===== config.mk =====
export PLATFORM = sky130hd
export DESIGN_NAME = command_frame_receiver_flat
export DESIGN_NICKNAME = d
export VERILOG_FILES = /design/src/design/cfr_pkg.sv /design/src/design/cfr_if.sv /design/src/design/cfr_out_buffer.sv /design/src/design/command_frame_receiver.sv /design/src/flat_wrapper.sv
export SDC_FILE = /design/constraint.sdc
export NUM_CORES = 1
export LEC_CHECK = 0
export ABC_CLOCK_PERIOD_IN_PS = 38000
export BUFFER_PORTS_ARGS = -buffer_cell sky130_fd_sc_hd__buf_2
export CAP_MARGIN = 20
export CORE_MARGIN = 2
export CORE_UTILIZATION = 30
export CTS_BUF_LIST = sky130_fd_sc_hd__clkbuf_8
export DETAILED_ROUTE_END_ITERATION = 8
export PLACE_DENSITY_LB_ADDON = 0.15
export SLEW_MARGIN = 40
export SYNTH_ARGS = -nofsm -noshare
export SYNTH_HDL_FRONTEND = slang
export SYNTH_SLANG_ARGS = --single-unit
export TNS_END_PERCENT = 1

===== constraint.sdc =====
create_clock -name clk -period 38 [get_ports clk]
set_input_delay 1.9 -clock clk [delete_from_list [all_inputs] [get_ports clk]]
set_output_delay 1.9 -clock clk [all_outputs]
set_load 0.02 [all_outputs]

===== src/design/cfr_pkg.sv =====
// Shared types, command codes and the command decode for the command frame receiver.
package cfr_pkg;

	localparam int unsigned STORE_DEPTH = 24;
	localparam int unsigned COUNT_W     = 6;
	localparam int unsigned NUM_WORDS   = 5;
	localparam int unsigned WORD_BASE   = 4;

	// Command byte codes
	localparam logic [7:0] CMD_STOP        = 8'h01;
	localparam logic [7:0] CMD_MOVE_DIST   = 8'h02;
	localparam logic [7:0] CMD_ARM_JOINTS  = 8'h03;
	localparam logic [7:0] CMD_CLAW        = 8'h04;
	localparam logic [7:0] CMD_TRAY        = 8'h05;
	localparam logic [7:0] CMD_MOVE_VEL    = 8'h07;
	localparam logic [7:0] CMD_ARM_POS     = 8'h08;

	// Command kind codes on the result
	localparam logic [2:0] KIND_STOP       = 3'd0;
	localparam logic [2:0] KIND_MOVE_DIST  = 3'd1;
	localparam logic [2:0] KIND_ARM_JOINTS = 3'd2;
	localparam logic [2:0] KIND_CLAW       = 3'd3;
	localparam logic [2:0] KIND_TRAY       = 3'd4;
	localparam logic [2:0] KIND_MOVE_VEL   = 3'd5;
	localparam logic [2:0] KIND_ARM_POS    = 3'd6;

	// Register indexes
	localparam logic REG_START_BYTE     = 1'b0;
	localparam logic REG_DEVICE_ADDRESS = 1'b1;

	localparam logic [7:0] START_BYTE_RST     = 8'h7A;
	localparam logic [7:0] DEVICE_ADDRESS_RST = 8'h01;

	typedef struct packed {
		logic        known;
		logic [2:0]  kind;
	} kind_lookup_t;

	typedef struct packed {
		logic [2:0]  command_kind;
		logic [31:0] word0;
		logic [31:0] word1;
		logic [31:0] word2;
		logic [31:0] word3;
		logic [31:0] word4;
	} result_t;

	function automatic kind_lookup_t kind_of(input logic [7:0] cmd);
		kind_lookup_t r;
		r.known = 1'b1;
		unique case (cmd)
			CMD_STOP:       r.kind = KIND_STOP;
			CMD_MOVE_DIST:  r.kind = KIND_MOVE_DIST;
			CMD_ARM_JOINTS: r.kind = KIND_ARM_JOINTS;
			CMD_CLAW:       r.kind = KIND_CLAW;
			CMD_TRAY:       r.kind = KIND_TRAY;
			CMD_MOVE_VEL:   r.kind = KIND_MOVE_VEL;
			CMD_ARM_POS:    r.kind = KIND_ARM_POS;
			default: begin
				r.known = 1'b0;
				r.kind  = KIND_STOP;
			end
		endcase
		return r;
	endfunction

endpackage


===== src/design/cfr_if.sv =====
// Valid/ready channel interfaces for received bytes and decoded commands.
interface cfr_in_if;
	logic       valid;
	logic       ready;
	logic       mode;
	logic [7:0] rx_byte;

	modport source (output valid, output mode, output rx_byte, input ready);
	modport sink   (input valid, input mode, input rx_byte, output ready);
endinterface

interface cfr_out_if;
	logic        valid;
	logic        ready;
	logic [2:0]  command_kind;
	logic [31:0] word0;
	logic [31:0] word1;
	logic [31:0] word2;
	logic [31:0] word3;
	logic [31:0] word4;

	modport source (output valid, output command_kind, output word0, output word1,
		output word2, output word3, output word4, input ready);
	modport sink   (input valid, input command_kind, input word0, input word1,
		input word2, input word3, input word4, output ready);
endinterface


===== src/design/cfr_out_buffer.sv =====
// Two-entry result buffer: output register plus skid stage.
module cfr_out_buffer (
	input  logic             clk,
	input  logic             arst_n,
	input  logic             push,
	input  cfr_pkg::result_t push_data,
	output logic             has_room,
	output logic             out_valid,
	input  logic             out_ready,
	output cfr_pkg::result_t out_data
);

	logic             main_valid_q;
	logic             skid_valid_q;
	cfr_pkg::result_t main_q;
	cfr_pkg::result_t skid_q;
	logic             advance;

	assign advance   = !main_valid_q || out_ready;
	assign has_room  = !skid_valid_q;
	assign out_valid = main_valid_q;
	assign out_data  = main_q;

	always_ff @(posedge clk or negedge arst_n) begin
		if (!arst_n) begin
			main_valid_q <= 1'b0;
			skid_valid_q <= 1'b0;
		end else if (advance) begin
			// push never coincides with a full skid stage
			main_valid_q <= skid_valid_q || push;
			skid_valid_q <= 1'b0;
		end else if (push) begin
			skid_valid_q <= 1'b1;
		end
	end

	always_ff @(posedge clk) begin
		if (advance) begin
			main_q <= skid_valid_q ? skid_q : push_data;
		end else if (push) begin
			skid_q <= push_data;
		end
	end

endmodule


===== src/design/command_frame_receiver.sv =====
// Top level of the command frame receiver.
// Takes one beat per cycle on rx: a data byte (mode 0) or an idle-line event (mode 1).
// Data bytes update the frame state in the cycle they are accepted; an idle beat checks
// the frame (length, overflow, start byte, device address, checksum), decodes the command
// byte and loads the result into a two-entry output buffer, so one beat per clock is
// sustained and a waiting result does not stall the input until the skid stage also
// fills. A result is registered in the output register, or in the skid stage while
// the output holds an untaken result. Frame state clears at once on every idle beat.
module command_frame_receiver #(
	parameter int unsigned FRAME_CAPACITY = 32
) (
	input  logic       clk,
	input  logic       arst_n,
	cfr_in_if.sink     rx,
	cfr_out_if.source  cmd,
	input  logic       cfg_write,
	input  logic       cfg_index,
	input  logic [7:0] cfg_wdata
);

	localparam logic [cfr_pkg::COUNT_W-1:0] CAP = cfr_pkg::COUNT_W'(FRAME_CAPACITY);

	logic [7:0]                  start_byte_q;
	logic [7:0]                  device_address_q;
	logic [7:0]                  store_q [cfr_pkg::STORE_DEPTH];
	logic [cfr_pkg::COUNT_W-1:0] count_q;
	logic [7:0]                  sum_q;
	logic [7:0]                  final_q;
	logic                        overflow_q;

	logic                        accept;
	logic                        data_beat;
	logic                        idle_beat;
	logic                        at_capacity;
	logic [7:0]                  rd_byte [cfr_pkg::STORE_DEPTH];
	cfr_pkg::kind_lookup_t       lookup;
	logic                        frame_ok;
	logic                        emit;
	logic                        has_room;
	cfr_pkg::result_t            result;
	cfr_pkg::result_t            out_data;

	assign rx.ready    = has_room;
	assign accept      = rx.valid && has_room;
	assign data_beat   = accept && !rx.mode;
	assign idle_beat   = accept && rx.mode;
	assign at_capacity = count_q >= CAP;

	always_ff @(posedge clk or negedge arst_n) begin
		if (!arst_n) begin
			start_byte_q     <= cfr_pkg::START_BYTE_RST;
			device_address_q <= cfr_pkg::DEVICE_ADDRESS_RST;
		end else if (cfg_write) begin
			unique case (cfg_index)
				cfr_pkg::REG_START_BYTE:     start_byte_q     <= cfg_wdata;
				cfr_pkg::REG_DEVICE_ADDRESS: device_address_q <= cfg_wdata;
				default: ;
			endcase
		end
	end

	always_ff @(posedge clk or negedge arst_n) begin
		if (!arst_n) begin
			count_q    <= '0;
			sum_q      <= '0;
			final_q    <= '0;
			overflow_q <= 1'b0;
		end else if (idle_beat) begin
			count_q    <= '0;
			sum_q      <= '0;
			final_q    <= '0;
			overflow_q <= 1'b0;
		end else if (data_beat) begin
			if (at_capacity) begin
				overflow_q <= 1'b1;
			end else begin
				count_q <= count_q + 1'b1;
				sum_q   <= sum_q + final_q;
				final_q <= rx.rx_byte;
			end
		end
	end

	// Store bytes in arrival order; entries at or beyond the count read as zero.
	always_ff @(posedge clk) begin
		for (int i = 0; i < cfr_pkg::STORE_DEPTH; i++) begin
			if (data_beat && count_q == cfr_pkg::COUNT_W'(i)) begin
				store_q[i] <= rx.rx_byte;
			end
		end
	end

	always_comb begin
		for (int i = 0; i < cfr_pkg::STORE_DEPTH; i++) begin
			rd_byte[i] = (cfr_pkg::COUNT_W'(i) < count_q) ? store_q[i] : 8'h00;
		end
	end

	assign lookup   = cfr_pkg::kind_of(rd_byte[2]);
	assign frame_ok = (count_q >= cfr_pkg::COUNT_W'(2)) && !overflow_q
		&& (rd_byte[0] == start_byte_q) && (rd_byte[1] == device_address_q)
		&& (sum_q == final_q);
	assign emit     = idle_beat && frame_ok && lookup.known;

	always_comb begin
		result.command_kind = lookup.kind;
		result.word0 = {rd_byte[7],  rd_byte[6],  rd_byte[5],  rd_byte[4]};
		result.word1 = {rd_byte[11], rd_byte[10], rd_byte[9],  rd_byte[8]};
		result.word2 = {rd_byte[15], rd_byte[14], rd_byte[13], rd_byte[12]};
		result.word3 = {rd_byte[19], rd_byte[18], rd_byte[17], rd_byte[16]};
		result.word4 = {rd_byte[23], rd_byte[22], rd_byte[21], rd_byte[20]};
	end

	cfr_out_buffer u_out_buffer (
		.clk       (clk),
		.arst_n    (arst_n),
		.push      (emit),
		.push_data (result),
		.has_room  (has_room),
		.out_valid (cmd.valid),
		.out_ready (cmd.ready),
		.out_data  (out_data)
	);

	assign cmd.command_kind = out_data.command_kind;
	assign cmd.word0        = out_data.word0;
	assign cmd.word1        = out_data.word1;
	assign cmd.word2        = out_data.word2;
	assign cmd.word3        = out_data.word3;
	assign cmd.word4        = out_data.word4;

endmodule

===== src/flat_wrapper.sv =====
// flat-port wrapper written by rule: the top's interface ports become plain ports
module command_frame_receiver_flat 
#(
	parameter int unsigned FRAME_CAPACITY = 32
)
  (clk, arst_n, cfg_write, cfg_index, cfg_wdata, rx_valid, rx_mode, rx_rx_byte, rx_ready, cmd_valid, cmd_command_kind, cmd_word0, cmd_word1, cmd_word2, cmd_word3, cmd_word4, cmd_ready);
  cfr_in_if rx_i ();
  cfr_out_if cmd_i ();
  input  logic clk;
  input  logic arst_n;
  input  logic cfg_write;
  input  logic cfg_index;
  input  logic [7:0] cfg_wdata;
  input wire logic [$bits(rx_i.valid)-1:0] rx_valid;
  input wire logic [$bits(rx_i.mode)-1:0] rx_mode;
  input wire logic [$bits(rx_i.rx_byte)-1:0] rx_rx_byte;
  output wire logic [$bits(rx_i.ready)-1:0] rx_ready;
  output wire logic [$bits(cmd_i.valid)-1:0] cmd_valid;
  output wire logic [$bits(cmd_i.command_kind)-1:0] cmd_command_kind;
  output wire logic [$bits(cmd_i.word0)-1:0] cmd_word0;
  output wire logic [$bits(cmd_i.word1)-1:0] cmd_word1;
  output wire logic [$bits(cmd_i.word2)-1:0] cmd_word2;
  output wire logic [$bits(cmd_i.word3)-1:0] cmd_word3;
  output wire logic [$bits(cmd_i.word4)-1:0] cmd_word4;
  input wire logic [$bits(cmd_i.ready)-1:0] cmd_ready;
  assign rx_i.valid = rx_valid;
  assign rx_i.mode = rx_mode;
  assign rx_i.rx_byte = rx_rx_byte;
  assign rx_ready = rx_i.ready;
  assign cmd_valid = cmd_i.valid;
  assign cmd_command_kind = cmd_i.command_kind;
  assign cmd_word0 = cmd_i.word0;
  assign cmd_word1 = cmd_i.word1;
  assign cmd_word2 = cmd_i.word2;
  assign cmd_word3 = cmd_i.word3;
  assign cmd_word4 = cmd_i.word4;
  assign cmd_i.ready = cmd_ready;
  command_frame_receiver #(.FRAME_CAPACITY(FRAME_CAPACITY)) u_core (.clk(clk), .arst_n(arst_n), .rx(rx_i), .cmd(cmd_i), .cfg_write(cfg_write), .cfg_index(cfg_index), .cfg_wdata(cfg_wdata));
endmodule

# Word-level counts from Yosys, hierarchy flattened
# Memory sizes are Yosys's and may differ from the RTL's.
# Cells that the tools add are included.
[op_classes] bitwise=2 addsub=2 n_eq_ne=34 n_mux=157 reduce_logical=72 n_lt_le_gt_ge=25
[ops] operator="8-bit 2-to-1 mux" n=52
[ops] operator="8-bit OR reduction" n=23
[ops] operator="163-bit 2-to-1 mux" n=1
[ops] operator="5-bit 2-to-1 mux" n=23
[ops] operator="1-bit 2-to-1 mux" n=77
[ops] operator="6-bit by 4-bit equality test with 1-bit output (second input constant)" n=8
[ops] operator="6-bit by 5-bit equality test with 1-bit output (second input constant)" n=8
[ops] operator="4-bit by 6-bit less-than comparator with 1-bit output (first input constant)" n=8
[ops] operator="5-bit by 6-bit less-than comparator with 1-bit output (first input constant)" n=8
[ops] operator="1-bit logical AND" n=33
[ops] operator="6-bit by 3-bit equality test with 1-bit output (second input constant)" n=4
[ops] operator="8-bit by 3-bit equality test with 1-bit output (second input constant)" n=3
[ops] operator="8-bit equality test" n=3
[ops] operator="3-bit by 6-bit less-than comparator with 1-bit output (first input constant)" n=4
[ops] operator="6-bit 2-to-1 mux" n=3
[ops] operator="3-bit case mux with 6 select lines" n=1
[ops] operator="8-bit by 2-bit equality test with 1-bit output (second input constant)" n=2
[ops] operator="6-bit by 2-bit equality test with 1-bit output (second input constant)" n=2
[ops] operator="1-bit by 6-bit less-than comparator with 1-bit output (first input constant)" n=2
[ops] operator="2-bit AND reduction" n=5
[ops] operator="8-bit adder" n=1
[ops] operator="8-bit by 1-bit equality test with 1-bit output (second input constant)" n=1
[ops] operator="8-bit by 4-bit equality test with 1-bit output (second input constant)" n=1
[ops] operator="7-bit OR reduction" n=1
[ops] operator="other kinds (11)" n=18
[totals] memories=1 word_cells=313 out_inout_bits=165 register_bits=367 in_bits=23 ramBits=192
[mem_list] memory="u_core.store_q" words=24 word_bits=8 read_ports=23 rd_clocked_by_memory_dff=0 wr=1 line="command_frame_receiver.sv:25" source="logic [7:0] store_q [cfr_pkg::STORE_DEPTH];"

# Longest topological paths before layout
[depth] ltp_word=30 depth_mapped=10

# Hierarchy
# A second synthesis with hierarchy kept.
[hier_totals] hier_cells=1179 area_unflattened_um2=21252.9
[by_module_without_submodules] module="cfr_out_buffer" seq_area_each_um2=9839.4 n_inst=1 cells_per_inst=516 area_per_inst_um2=11900.2
[by_module_without_submodules] module="command_frame_receiver" seq_area_each_um2=6508.7 n_inst=1 cells_per_inst=663 area_per_inst_um2=9352.7

# Least setup slack after synthesis
# Ideal clock, no wire load.
[synth_path] kind="input to register" from="input cmd_ready" to="register u_core.u_out_buffer.skid_q[0] (netlist name) (enable)" slack_ns=21.387 arrival_ns=14.878 setup_time_ns=1.735 n_path_buf=0 cell_stages=2 cell_sequence="nand2b_1 nor2_1"
[synth_between] elab_chain_cells=3
[synth_rtl] item="start, declared" line="flat_wrapper.sv:25" source="input wire logic [$bits(cmd_i.ready)-1:0] cmd_ready;"
[synth_rtl] item="1-bit logical OR" line="cfr_out_buffer.sv:19" source="assign advance = !main_valid_q || out_ready;"
[synth_rtl] item="1-bit NOT (no source line)"
[synth_rtl] item="2-bit AND reduction (no source line)"
[synth_rtl] item="end signal, assigned" line="cfr_out_buffer.sv:41" source="skid_q <= push_data;"
[synth_rtl] item="end, declared" line="cfr_out_buffer.sv:16" source="cfr_pkg::result_t skid_q;"
# Every way passes these cells.
# A chain may end at the register's enable or synchronous reset.

# Worst setup path after layout
[layout_path] from="register u_core.count_q[4] (netlist name)" to="register u_core.u_out_buffer.skid_q[79] (netlist name) (enable)"
[layout_between] elab_chain_cells=9 elab_cells_between_ends=25 classes_between="4 x order compare; 9 x eq/ne; 4 x mux; 8 x reduce/logical"
[layout_rtl] item="start, declared" line="command_frame_receiver.sv:26" source="logic [cfr_pkg::COUNT_W-1:0] count_q;"
[layout_rtl] item="start signal, assigned" line="command_frame_receiver.sv:77" source="count_q <= count_q + 1'b1;"
[layout_rtl] item="branches (longest 7 deep; another with 2-bit by 6-bit less-than comparator with 1-bit output)"
[layout_rtl] item="1-bit logical AND (*)" line="command_frame_receiver.sv:103" source="assign emit = idle_beat && frame_ok && lookup.known;"
[layout_rtl] item="2-bit AND reduction (no source line) (*)"
# Every way passes the cells marked *.

==> impl_metrics.toml <==
[run_status]
status = "completed"

[routing]
drt_pass1_iterations = 6
drt_iter0_drc = 689
drc = 0
routed_wl_um = 49500
routed-via-count = 10762
routedWlPerCell_um = 20.1
final_antenna_net_count = 0
vias_per_cell = 4.37

[synth]
synth_simple_gate_area_share_pct = 8.30
synth-edff-count = 510
synthMuxAreaShare_pct = 9.47
syn_area_mm2 = 0.0210
syn-num-nets = 1215
synth-seq-cells = 551
synth_compound_area_share_pct = 2.38
yosys.area_share.adder_pct = 0.690
yosysSeqAreaShare_pct = 77.7
yosysUniqueCellTypes = 60
synth_area_leaders = "edfxtp_1 73%, mux2_2 9.5%, and2_1 4.4%, dfrtp_1 4.2%, dfstp_2 0.75%"
yosys.area.top_type = "edfxtp_1"
yosys.cell_count.top_type = "edfxtp_1"
synth_xor_area_share_pct = 0.458
synth_warnings = 0
synth_top_family_by_area = "multiplexers"
ys_async_sr_fraction_pct = 7.44
synthCells = 1181
syn_area_per_cell_um2 = 17.8
synth-main-ff-cell = "edfxtp_1"
yosysTopAreaCellShare_pct = 72.8
synthTopCellsByCount = "510 x edfxtp_1, 177 x mux2_2, 147 x and2_1, 40 x nor2_1, 36 x nand2_1"

[critical_path]
worst-path-buf-inv = 2
critical_path_class = "reg -> reg"
worstPathRequired_ps = 38300
slowest_stage = "a222oi_1"
crit_arrival_ps = 4350
cp_top_family = "simple AND/OR/NAND/NOR gates"
end_kind = "register"
startpoint_type = "register"
crit_path_max_incr_delay_ps = 590
path_max_fanout = 64
cp_cell_sequence = "or2_1 > nor3_2 > o21ai_0 > a222oi_1 > nand4_1 > nor2_4 > buf_16 > buf_6"

[cts]
numCtsBuffers = 95
clk_pin_slew_worst_paths_ps = 60
post_cts_resized = 0
cts_num_sinks = 551
clockBufferDepth = 3
cts_root_buffer = "clkbuf_8"
cts_hold_buf = 0
cts_setup_buffers = 0
clock_latency_ps = 680
cts_tree = "yes"
ctsHtreeMaxLevel = 3

[job]
maxCapViolations = 0

[grt]
grt_usage_pct = 13.6
grt_remaining_overflow = 0
grt_pass1_wl_um = 71500
grt_pass1_vias = 11155
antenna_found_initial = 4
grt_max_degree = 85

[timing]
tightest_slew_ps = 756
finalCriticalPeriod_ps = 4050
slew-limit-headroom_pct = 49.4
slew_violations = 0
fmax_mhz = 247
rsz0062_at_grt = "false"
fin_crit_sh_pct = 10.7
finalHoldViolCount = 0
setup_tns_ps = 0
finalSetupViolCount = 0
clock-skew-final_ps = 26.5

[placement]
place_congestion = 0.825
portBuffers = 187
place.detailed.hpwl_um = 30200
placed_area_mm2 = 0.0232

[layout]
drive_gt1_share_pct = 34.5
fin_area_mm2 = 0.0250
synthToLayoutAreaGrowth_pct = 18.6
nNetsFinal = 1480
post-route-util_pct = 35.8

[power]
power.total_mw = 1.22
leakage_nw = 9.95
power.density_mw_per_mm2 = 49.0
ir_worst_vdd_mv = 0.0244

[floorplanning]
dieWidth_um = 269
core_area_mm2 = 0.0698
die_h_um = 269
num_rows = 97
start_util_pct = 30.2
die-area_mm2 = 0.0723
io_pins = 188

[hold_path]
worstHoldPathType = "reg -> reg"
where the power goes:
group | total, mW | switching (mW) | internal [mW]
Clock | 0.481 | 0.236 | 0.245
Sequential | 0.680 | 0.00968 | 0.671
Combinational | 0.0623 | 0.0386 | 0.0237
final timing paths:
check	cells after the start	slack [ps]	endpoint	startpoint
worst max-delay path	8	33950	u_core.u_out_buffer.skid_q[79]	u_core.count_q[4]
worst min-delay path	2	490	u_core.sum_q[4]	u_core.sum_q[4]
worst max register to register	8	33950	u_core.u_out_buffer.skid_q[79]	u_core.count_q[4]
worst min register to register	2	490	u_core.sum_q[4]	u_core.sum_q[4]
max in group asynchronous	1	36380	u_core.sum_q[1]	arst_n
min in group asynchronous	1	1210	u_core.device_address_q[3]	arst_n
stage by stage:
step | setup slack [ps] | hold slack (ps) | cells
floorplan | 21390 | 453 | 1181
global placement | 32500 | 472 | 2285
detailed placement | 33330 | 474 | 2288
CTS | 33800 | 494 | 2459
global route | 33610 | 520 | 2461
finish | 33950 | 493 | 2462
flip-flops by register name, indices dropped and copies added, names as in the netlist, 6 cells and up:
register                      flops
u_core.device_address_q           8
u_core.start_byte_q               8
u_core.u_out_buffer.skid_q      163
u_core.final_q                    8
u_core.u_out_buffer.out_data    163
u_core.count_q                    6
u_core.sum_q                      8
u_core.store_q                  184
logic make-up after synthesis:
kind of cell | Yosys count
mux | 177
flops | 551
compound gates | 74
simple gates | 305
xor+xnor | 11
fa+ha+maj | 11
buf+inv | 52
layer usage:
layer  vias up  track usage (%)  part of all wire (%)
met3       102             2.93                   4.7
met1      5404             17.9                    45
li1       5006                -                     -
met4         2             6.01                   2.9
met2       248             21.7                    48
met5         -                0                 0.026
worst register-to-register path, cell delays in order (launching register included):
cell      delay, ps
dfrtp_1         500
or2_1           510
nor3_2          550
o21ai_0         180
a222oi_1        590
nand4_1         230
nor2_4          350
buf_16          200
buf_6           520
final cells by class:
class,count,area (µm²)
fill,6671,44800
sequential,551,16300
multi-input combinational,578,4540
clock buffer,98,1350
tap,940,1180
timing repair buffer,200,1130
clock inverter,73,328
inverter,20,82.6
antenna,2,5.00
cells in the final DEF, fill, tap and decap left out, drive strengths merged, types with 5 or more instances in the layout:
master,netlist,layout
a21oi,11,11
a22o,11,11
and2,148,148
buf,8,199
clkbuf,24,99
clkinv,0,33
dfrtp,35,35
dfstp,6,6
edfxtp,510,510
ha,10,10
inv,20,58
mux2,177,177
nand2,36,36
nand3,8,8
nor2,41,41
nor2b,23,23
nor3,13,13
o21ai,25,25
o22ai,5,5
or2,5,5
or3,5,5
xnor2,9,9
No activity file was read; power rests on OpenSTA's default activity.
